===== src/hdl/rwts_pkg.sv =====
// Package for the romaji word token scanner: token codes, DFA state codes,
// the reserved-word table and the per-character helper functions.
// No dependencies.
package rwts_pkg;

  // Stream, position and DFA state widths
  localparam int unsigned CHAR_W   = 8;
  localparam int unsigned S_DATA_W = 8;
  localparam int unsigned M_DATA_W = 8;
  localparam int unsigned POS_W    = 4;
  localparam int unsigned SYL_W    = 4;
  localparam int unsigned PER_W    = 2;

  // Reserved-word table size; one extra match flag covers the end marker
  localparam int unsigned NUM_RESERVED = 18;
  localparam int unsigned MATCH_W      = NUM_RESERVED + 1;
  localparam int unsigned RW_MAX_LEN   = 12;
  localparam int unsigned RW_TEXT_W    = RW_MAX_LEN * CHAR_W;

  localparam logic [POS_W-1:0] POS_MAX = {POS_W{1'b1}};
  localparam logic [POS_W-1:0] EOFM_LEN = 4'd4;

  // Token codes
  typedef enum logic [3:0] {
    TOK_ERROR,
    TOK_EOFM,
    TOK_PERIOD,
    TOK_WORD1,
    TOK_WORD2,
    TOK_VERB,
    TOK_VERBNEG,
    TOK_VERBPAST,
    TOK_VERBPASTNEG,
    TOK_IS,
    TOK_WAS,
    TOK_OBJECT,
    TOK_SUBJECT,
    TOK_DEST,
    TOK_PRONOUN,
    TOK_CONNECTOR
  } tok_e;

  // Syllable DFA state codes
  localparam logic [SYL_W-1:0] SYL_START = 4'd0;
  localparam logic [SYL_W-1:0] SYL_T     = 4'd1;
  localparam logic [SYL_W-1:0] SYL_S     = 4'd2;
  localparam logic [SYL_W-1:0] SYL_C     = 4'd3;
  localparam logic [SYL_W-1:0] SYL_VOWEL = 4'd4;
  localparam logic [SYL_W-1:0] SYL_GLIDE = 4'd5;
  localparam logic [SYL_W-1:0] SYL_ONSET = 4'd6;
  localparam logic [SYL_W-1:0] SYL_N     = 4'd7;
  localparam logic [SYL_W-1:0] SYL_DEAD  = 4'd8;

  // Period DFA state codes
  localparam logic [PER_W-1:0] PER_START = 2'd0;
  localparam logic [PER_W-1:0] PER_ONE   = 2'd1;
  localparam logic [PER_W-1:0] PER_DEAD  = 2'd2;

  // Reserved words, right-aligned: the last character sits in the low byte
  localparam logic [RW_TEXT_W-1:0] RW_TEXT [NUM_RESERVED] = '{
    RW_TEXT_W'("masu"),    RW_TEXT_W'("masen"),    RW_TEXT_W'("mashita"),
    RW_TEXT_W'("masendeshita"), RW_TEXT_W'("desu"), RW_TEXT_W'("deshita"),
    RW_TEXT_W'("o"),       RW_TEXT_W'("wa"),       RW_TEXT_W'("ni"),
    RW_TEXT_W'("watashi"), RW_TEXT_W'("anata"),    RW_TEXT_W'("kare"),
    RW_TEXT_W'("kanoja"),  RW_TEXT_W'("sore"),     RW_TEXT_W'("mata"),
    RW_TEXT_W'("soshite"), RW_TEXT_W'("shikashi"), RW_TEXT_W'("dakara")
  };

  localparam logic [POS_W-1:0] RW_LEN [NUM_RESERVED] = '{
    4'd4, 4'd5, 4'd7, 4'd12, 4'd4, 4'd7, 4'd1, 4'd2, 4'd2,
    4'd7, 4'd5, 4'd4, 4'd6, 4'd4, 4'd4, 4'd7, 4'd8, 4'd6
  };

  localparam tok_e RW_CLASS [NUM_RESERVED] = '{
    TOK_VERB, TOK_VERBNEG, TOK_VERBPAST, TOK_VERBPASTNEG, TOK_IS, TOK_WAS,
    TOK_OBJECT, TOK_SUBJECT, TOK_DEST, TOK_PRONOUN, TOK_PRONOUN, TOK_PRONOUN,
    TOK_PRONOUN, TOK_PRONOUN, TOK_CONNECTOR, TOK_CONNECTOR, TOK_CONNECTOR,
    TOK_CONNECTOR
  };

  localparam logic [4*CHAR_W-1:0] EOFM_TEXT = "eofm";

  // Character at position p of reserved word i; zero past its end
  function automatic logic [CHAR_W-1:0] rw_char(int unsigned i, logic [POS_W-1:0] p);
    logic [POS_W-1:0] b;
    b = RW_LEN[i] - p - 4'd1;
    if (p >= RW_LEN[i]) begin
      return '0;
    end
    return RW_TEXT[i][{b, 3'b000} +: CHAR_W];
  endfunction

  // Character at position p of the end marker; zero past its end
  function automatic logic [CHAR_W-1:0] eofm_char(logic [POS_W-1:0] p);
    logic [1:0] b;
    b = 2'(EOFM_LEN - p - 4'd1);
    if (p >= EOFM_LEN) begin
      return '0;
    end
    return EOFM_TEXT[{b, 3'b000} +: CHAR_W];
  endfunction

  function automatic logic is_vowel(logic [CHAR_W-1:0] c);
    return (c == "a") || (c == "i") || (c == "u") || (c == "e") ||
           (c == "o") || (c == "I") || (c == "E");
  endfunction

  // One step of the syllable DFA
  function automatic logic [SYL_W-1:0] syl_next(logic [SYL_W-1:0] s, logic [CHAR_W-1:0] c);
    logic bnd;
    logic [SYL_W-1:0] nx;
    bnd = (s == SYL_START) || (s == SYL_VOWEL) || (s == SYL_N);
    if (s >= SYL_DEAD) begin
      nx = SYL_DEAD;
    end else if (is_vowel(c)) begin
      nx = (s == SYL_C) ? SYL_DEAD : SYL_VOWEL;
    end else begin
      unique case (c)
        "t": nx = bnd ? SYL_T : SYL_DEAD;
        "s": nx = bnd ? SYL_S : ((s == SYL_T) ? SYL_GLIDE : SYL_DEAD);
        "c": nx = bnd ? SYL_C : SYL_DEAD;
        "h": begin
          if ((s == SYL_S) || (s == SYL_C)) nx = SYL_GLIDE;
          else nx = bnd ? SYL_ONSET : SYL_DEAD;
        end
        "n": begin
          if (s == SYL_VOWEL) nx = SYL_N;
          else if ((s == SYL_START) || (s == SYL_N)) nx = SYL_ONSET;
          else nx = SYL_DEAD;
        end
        "y": nx = (bnd || (s == SYL_ONSET)) ? SYL_GLIDE : SYL_DEAD;
        "d", "w", "z", "j": nx = bnd ? SYL_GLIDE : SYL_DEAD;
        "b", "g", "k", "m", "p", "r": nx = bnd ? SYL_ONSET : SYL_DEAD;
        default: nx = SYL_DEAD;
      endcase
    end
    return nx;
  endfunction

endpackage


===== src/hdl/romaji_word_token_scanner_top.sv =====
// A word's token is valid in the cycle after its last character transfer.
// Throughput: one character per cycle unless an untaken token waits; each character
// steps every DFA and match flag; the result register frees when the consumer takes it.
// Reset (rst_ni low, asynchronous): word state returns to the start of a word,
// all match flags set, no token pending.
// Top level of the romaji word token scanner. Depends on rwts_pkg.
module romaji_word_token_scanner_top (
  input  logic                          clk_i,
  input  logic                          rst_ni,
  input  logic                          s_axis_tvalid_i,
  output logic                          s_axis_tready_o,
  input  logic [rwts_pkg::S_DATA_W-1:0] s_axis_tdata_i,  // [7:0] ch
  input  logic                          s_axis_tlast_i,  // end_of_word
  output logic                          m_axis_tvalid_o,
  input  logic                          m_axis_tready_i,
  output logic [rwts_pkg::M_DATA_W-1:0] m_axis_tdata_o   // [3:0] token_kind, [7:4] zero
);
  import rwts_pkg::*;

  logic [SYL_W-1:0]   syl_q, syl_d, syl_nx;
  logic [PER_W-1:0]   per_q, per_d, per_nx;
  logic [MATCH_W-1:0] match_q, match_d, match_nx;
  logic [POS_W-1:0]   pos_q, pos_d, pos_nx;
  logic               cap_q, cap_d, cap_nx;
  logic               out_valid_q;
  tok_e               kind_q, kind;
  logic               s_fire;
  logic [CHAR_W-1:0]  ch;
  logic               syl_accept;

  assign ch     = s_axis_tdata_i[CHAR_W-1:0];
  assign s_fire = s_axis_tvalid_i && s_axis_tready_o;

  // Accept while the result register is empty or being drained
  assign s_axis_tready_o = !out_valid_q || m_axis_tready_i;

  // Step the match flags, the DFAs, the position counter and the last-letter flag
  always_comb begin
    match_nx = match_q;
    for (int unsigned i = 0; i < NUM_RESERVED; i++) begin
      if ((pos_q >= RW_LEN[i]) || (rw_char(i, pos_q) != ch)) begin
        match_nx[i] = 1'b0;
      end
    end
    if ((pos_q >= EOFM_LEN) || (eofm_char(pos_q) != ch)) begin
      match_nx[NUM_RESERVED] = 1'b0;
    end
    syl_nx = syl_next(syl_q, ch);
    per_nx = ((per_q == PER_START) && (ch == ".")) ? PER_ONE : PER_DEAD;
    cap_nx = (ch == "I") || (ch == "E");
    pos_nx = (pos_q == POS_MAX) ? pos_q : pos_q + 4'd1;
  end

  // Classify the word from its updated state
  always_comb begin
    syl_accept = (syl_nx == SYL_START) || (syl_nx == SYL_VOWEL) || (syl_nx == SYL_N);
    kind = TOK_ERROR;
    if (match_nx[NUM_RESERVED] && (pos_nx == EOFM_LEN)) begin
      kind = TOK_EOFM;
    end else if (syl_accept) begin
      kind = cap_nx ? TOK_WORD2 : TOK_WORD1;
      for (int unsigned i = 0; i < NUM_RESERVED; i++) begin
        if (match_nx[i] && (RW_LEN[i] == pos_nx)) begin
          kind = RW_CLASS[i];
        end
      end
    end else if (per_nx == PER_ONE) begin
      kind = TOK_PERIOD;
    end
  end

  // Advance word state on a transfer; restart after the last character
  always_comb begin
    syl_d   = syl_q;
    per_d   = per_q;
    match_d = match_q;
    pos_d   = pos_q;
    cap_d   = cap_q;
    if (s_fire) begin
      if (s_axis_tlast_i) begin
        syl_d   = SYL_START;
        per_d   = PER_START;
        match_d = '1;
        pos_d   = '0;
        cap_d   = 1'b0;
      end else begin
        syl_d   = syl_nx;
        per_d   = per_nx;
        match_d = match_nx;
        pos_d   = pos_nx;
        cap_d   = cap_nx;
      end
    end
  end

  always_ff @(posedge clk_i or negedge rst_ni) begin
    if (!rst_ni) begin
      syl_q   <= SYL_START;
      per_q   <= PER_START;
      match_q <= '1;
      pos_q   <= '0;
      cap_q   <= 1'b0;
    end else begin
      syl_q   <= syl_d;
      per_q   <= per_d;
      match_q <= match_d;
      pos_q   <= pos_d;
      cap_q   <= cap_d;
    end
  end

  // Hold the token until the consumer takes it
  always_ff @(posedge clk_i or negedge rst_ni) begin
    if (!rst_ni) begin
      out_valid_q <= 1'b0;
    end else if (s_fire && s_axis_tlast_i) begin
      out_valid_q <= 1'b1;
    end else if (m_axis_tready_i) begin
      out_valid_q <= 1'b0;
    end
  end

  always_ff @(posedge clk_i) begin
    if (s_fire && s_axis_tlast_i) begin
      kind_q <= kind;
    end
  end

  assign m_axis_tvalid_o = out_valid_q;
  assign m_axis_tdata_o  = {{(M_DATA_W - 4){1'b0}}, kind_q};

`ifndef SYNTH
  // A word end restarts every DFA and the position counter
  a_word_restart: assert property (@(posedge clk_i) disable iff (!rst_ni)
    s_fire && s_axis_tlast_i |=> (pos_q == '0) && (syl_q == SYL_START) &&
                                 (per_q == PER_START) && !cap_q)
    else $error("word state not restarted after last character");

  // At the start of a word every match flag is set
  a_match_fresh: assert property (@(posedge clk_i) disable iff (!rst_ni)
    (pos_q == '0) |-> (match_q == '1))
    else $error("match flags not all set at word start");

  // The position counter saturates
  a_pos_sat: assert property (@(posedge clk_i) disable iff (!rst_ni)
    (pos_q == POS_MAX) && s_fire && !s_axis_tlast_i |=> (pos_q == POS_MAX))
    else $error("position counter wrapped");

  // The dead syllable state is absorbing within a word
  a_syl_dead: assert property (@(posedge clk_i) disable iff (!rst_ni)
    (syl_q == SYL_DEAD) && s_fire && !s_axis_tlast_i |=> (syl_q == SYL_DEAD))
    else $error("syllable DFA left its dead state");

  // Every word end yields a pending token
  a_token_out: assert property (@(posedge clk_i) disable iff (!rst_ni)
    s_fire && s_axis_tlast_i |=> m_axis_tvalid_o)
    else $error("no token after last character");
`endif

endmodule

===== config.mk =====
export PLATFORM = sky130hd
export DESIGN_NAME = romaji_word_token_scanner_top
export DESIGN_NICKNAME = d
export VERILOG_FILES = /design/src/hdl/rwts_pkg.sv /design/src/hdl/romaji_word_token_scanner_top.sv
export SDC_FILE = /design/constraint.sdc
export NUM_CORES = 1
export LEC_CHECK = 0
export ABC_CLOCK_PERIOD_IN_PS = 6090
export BUFFER_PORTS_ARGS = -buffer_cell sky130_fd_sc_hd__buf_2
export CAP_MARGIN = 20
export CORE_UTILIZATION = 45
export CTS_CLUSTER_SIZE = 25
export DETAILED_ROUTE_END_ITERATION = 8
export GPL_TIMING_DRIVEN = 0
export PLACE_DENSITY = 0.58
export SKIP_CTS_REPAIR_TIMING = 1
export SLEW_MARGIN = 0
export SYNTH_ARGS = -nofsm -noshare
export SYNTH_HDL_FRONTEND = slang
export SYNTH_SLANG_ARGS = --single-unit

===== constraint.sdc =====
create_clock -name clk_i -period 6.09 [get_ports clk_i]
set_input_delay 0 -clock clk_i [delete_from_list [all_inputs] [get_ports clk_i]]
set_output_delay 0 -clock clk_i [all_outputs]
set_load 0.02 [all_outputs]

==> impl_results.md <==
* Status: finished clean
* Netlist Area Pre-Place at 4870 sq um
* Vias per cell at 6.97
* Row cnt at 37
* Placer Congestion at 1.08
* Remaining Overflow, GRT at 0
* Fmax at 201 MHz
* Die height at 106 um
* Final Non-Filler Cells at 818
* PortBufs at 16
* Relative slew slack at 0.376
* Total number of yosys warnings at 0
* Max-Cap Viols at 0
* Max Slew Vio Count at 0
* Hold EP: m_axis_tvalid_o
* Top FF cell, synth: dfstp_2
* Most common cell in the netlist: nor2_1
* Worst r2r dst: kind_q[1]
* Clk_skew at 0.0148 ns
* Final setup viols at 0
* Routed Antenna Nets at 0
* Clk buf depth at 2
* I/O pin cnt at 23
* Measured slew at the worst slew-check pin at 0.937 ns
* First-pass GRT wire length at 32.0 mm
* TritonCTS clock tree: yes
* Antenna violations before repair at 0
* Area leader, netlist: dfstp_2
* Nets@finish at 720
* Ordered list of cells on the worst path: clkbuf_1 -> inv_1 -> ha_1 -> buf_2 -> inv_1 -> ha_1 -> or3b_2 -> a2111oi_0 -> xnor2_1 -> nand2_1 -> nor4_4 -> nor3_1 -> or4_1 -> nand3_1
* Post-route clock period utilization at 0.815
* #FFs+latches synth at 34
* Pwr dens at 250 nW/um^2
* WS Path Type: reg -> reg
* Kind of cell adding the most delay to the critical path: simple AND/OR/NAND/NOR gates
* Share of cells above drive strength 1 at 0.113
* Die X at 106 um
* Total die area at 11200 sq um
* CP arrival at 5.13 ns
* Largest net degree at the start of global routing at 31
* N_diodes at 0
* Placed Cells at 809
* Initial DRC count at 699
* Hold Path Class: in -> reg
* All-Layer GR Usage at 0.387
* Worst VDD drop at 0.000143 V
* Clock Latency Late Sink at 0.31 ns
* Part of the Yosys area used for sequential elements at 0.184
* Num Clock Sinks at 34
* DRT Pass-1 Iters at 5
* Detail Placement HPWL at 15.4 mm
* EDFF count, synth at 4
* Post-synth cell types at 78
* Routed via count at 5703
* Synth-to-layout area growth at 8.40%
* Initial core utilization at 0.467
* Final core utilization at 0.507
* TritonCTS Buffers at 5
* CP max FO at 11
* Reg2reg start: pos_q[1]
* Crit-path slowest cell: dfrtp_1
* Slowest stage delay, CP at 0.66 ns
* Worst EP required at 6.25 ns
* Syn avg cell area at 7.44 sq um
* Fin. Hold Viols at 0
* Hold depth at 3
* WP buf/inv at 4
* Vias in the first global route at 5411
* Avg WL per Cell at 26.0 um
* CP Launch Type: flop
* CTS root buffer: clkbuf_8
* Hold WS at 0.0225 ns
* Setup slack, reg-to-reg at 1.13 ns
* Clock Pin Slew Worst Setup and Hold Paths at 0.09 ns
* Design Area, Final at 5280 sq um
* TNS Setup at 0 ns
* Nature of the critical path endpoint: flop
* WL final at 21.3 mm
* H-tree depth at 2
* Lkg Pwr at 1.99 nW
* DRC viols at 0
* Worst hold start: m_axis_tready_i
* R2r worst-path depth at 14
* Post-layout min period at 4.96 ns
* Fill cells at 1051
* Fraction of registers with async set/reset at 0.882
* Unrepaired setup endpoints after global routing: no
* Core area at 10400 sq um
* Placed Area at 5130 sq um
* Most frequent cells after synthesis: 46 x nor2_1, 45 x nand2_1, 43 x a21oi_1, 40 x o21ai_0, 33 x clkbuf_1
* Share of the synthesized area in the top cell type at 0.103
* Post-Syn Instances at 654
* Synth area leaders: dfstp_2 10%, ha_1 6.7%, dfrtp_1 5.7%, xnor2_1 4.9%, a21oi_1 4.4%
-- kinds of logic after synthesis --
logic type,synth area share
XOR/XNOR,0.0594
adder cells (fa/ha/maj),0.0668
AO/OA/AOI/OAI,0.283
multiplexers,0.0211
other,0.000770
buffers and inverters,0.0663
flip-flops,0.184
AND/OR/NAND/NOR,0.319
-- where the power goes --
| part | internal (mW) | switching, mW |
|---|---|---|
| logic | 0.267 | 0.491 |
| registers | 0.265 | 0.0261 |
| clock network | 0.164 | 0.107 |
-- metrics by stage --
stage,worst slack [ns],power (mW)
2_1_floorplan,2.25,0.812
3_3_place_gp,1.26,1.01
3_5_place_dp,1.26,1.02
4_1_cts,1.22,1.29
5_1_grt,0.899,1.38
6_report,1.13,1.32
-- worst register-to-register path, delay by kind of cell (launching register included) --
family,cells,cell delay (ns)
AND/OR/NAND/NOR,6,1.68
buffers and inverters,4,1.19
flip-flops,1,0.66
adder cells (fa/ha/maj),2,0.61
AO/OA/AOI/OAI,1,0.50
XOR/XNOR,1,0.18
-- area by class of cell --
class / instances / area (sq um) / area share
inverters: 22 / 82.6 / 0.0156
repair buffers: 17 / 90.1 / 0.0171
flip-flops and latches: 34 / 895 / 0.170
clock buffers: 5 / 68.8 / 0.0130
well taps: 136 / 170 / 0.0322
plain buffers: 55 / 240 / 0.0455
multi-input cells: 546 / 3660 / 0.694
clock inverters: 3 / 68.8 / 0.0130
-- registers in the layout (all words and copies together), names as in the netlist --
| signal | count |
|---|---|
| m_axis_tvalid_o | 1 |
| kind_q | 4 |
| syl_q | 4 |
| per_q | 2 |
| match_q | 19 |
| pos_q | 4 |
-- worst max path at each step --
stage	to	depth (start not counted)	slack (ns)	from
2_1_floorplan	kind_q[1]	14	2.25	pos_q[1]
3_3_place_gp	kind_q[1]	14	1.26	pos_q[1]
3_5_place_dp	kind_q[1]	14	1.26	pos_q[1]
4_1_cts	kind_q[1]	14	1.22	pos_q[1]
5_1_grt	kind_q[1]	14	0.90	pos_q[1]
6_report	kind_q[1]	14	1.13	pos_q[1]
-- layout by cell type (no fill, tap or decap), drive strengths merged, types with 5 or more instances in the layout --
| cell type | instances |
|---|---|
| and3 | 7 |
| o211ai | 5 |
| nor2b | 22 |
| or3 | 6 |
| a211o | 11 |
| a2111oi | 6 |
| nor4 | 6 |
| buf | 38 |
| xor2 | 6 |
| o21a | 8 |
| xnor2 | 27 |
| nor3 | 23 |
| and2 | 10 |
| dfstp | 19 |
| or2 | 5 |
| dfrtp | 11 |
| nand3b | 6 |
| nor3b | 6 |
| a31oi | 14 |
| o31ai | 10 |
| a21oi | 43 |
| ha | 26 |
| o22ai | 7 |
| mux2i | 8 |
| clkbuf | 38 |
| nand2 | 45 |
| nand4 | 16 |
| nand2b | 15 |
| nor4bb | 7 |
| o21ai | 42 |
| a211oi | 7 |
| inv | 21 |
| nor4b | 10 |
| nand3 | 20 |
| nor2 | 46 |
-- layer usage --
layer / vias up / GRT usage / share of wire
li1: 2505 / - / -
met1: 2711 / 0.491 / 0.39
met2: 390 / 0.590 / 0.43
met3: 97 / 0.0877 / 0.11
met4: 0 / 0.240 / 0.062
met5: - / 0.0333 / 0
No activity file was read; power rests on OpenSTA's default activity.
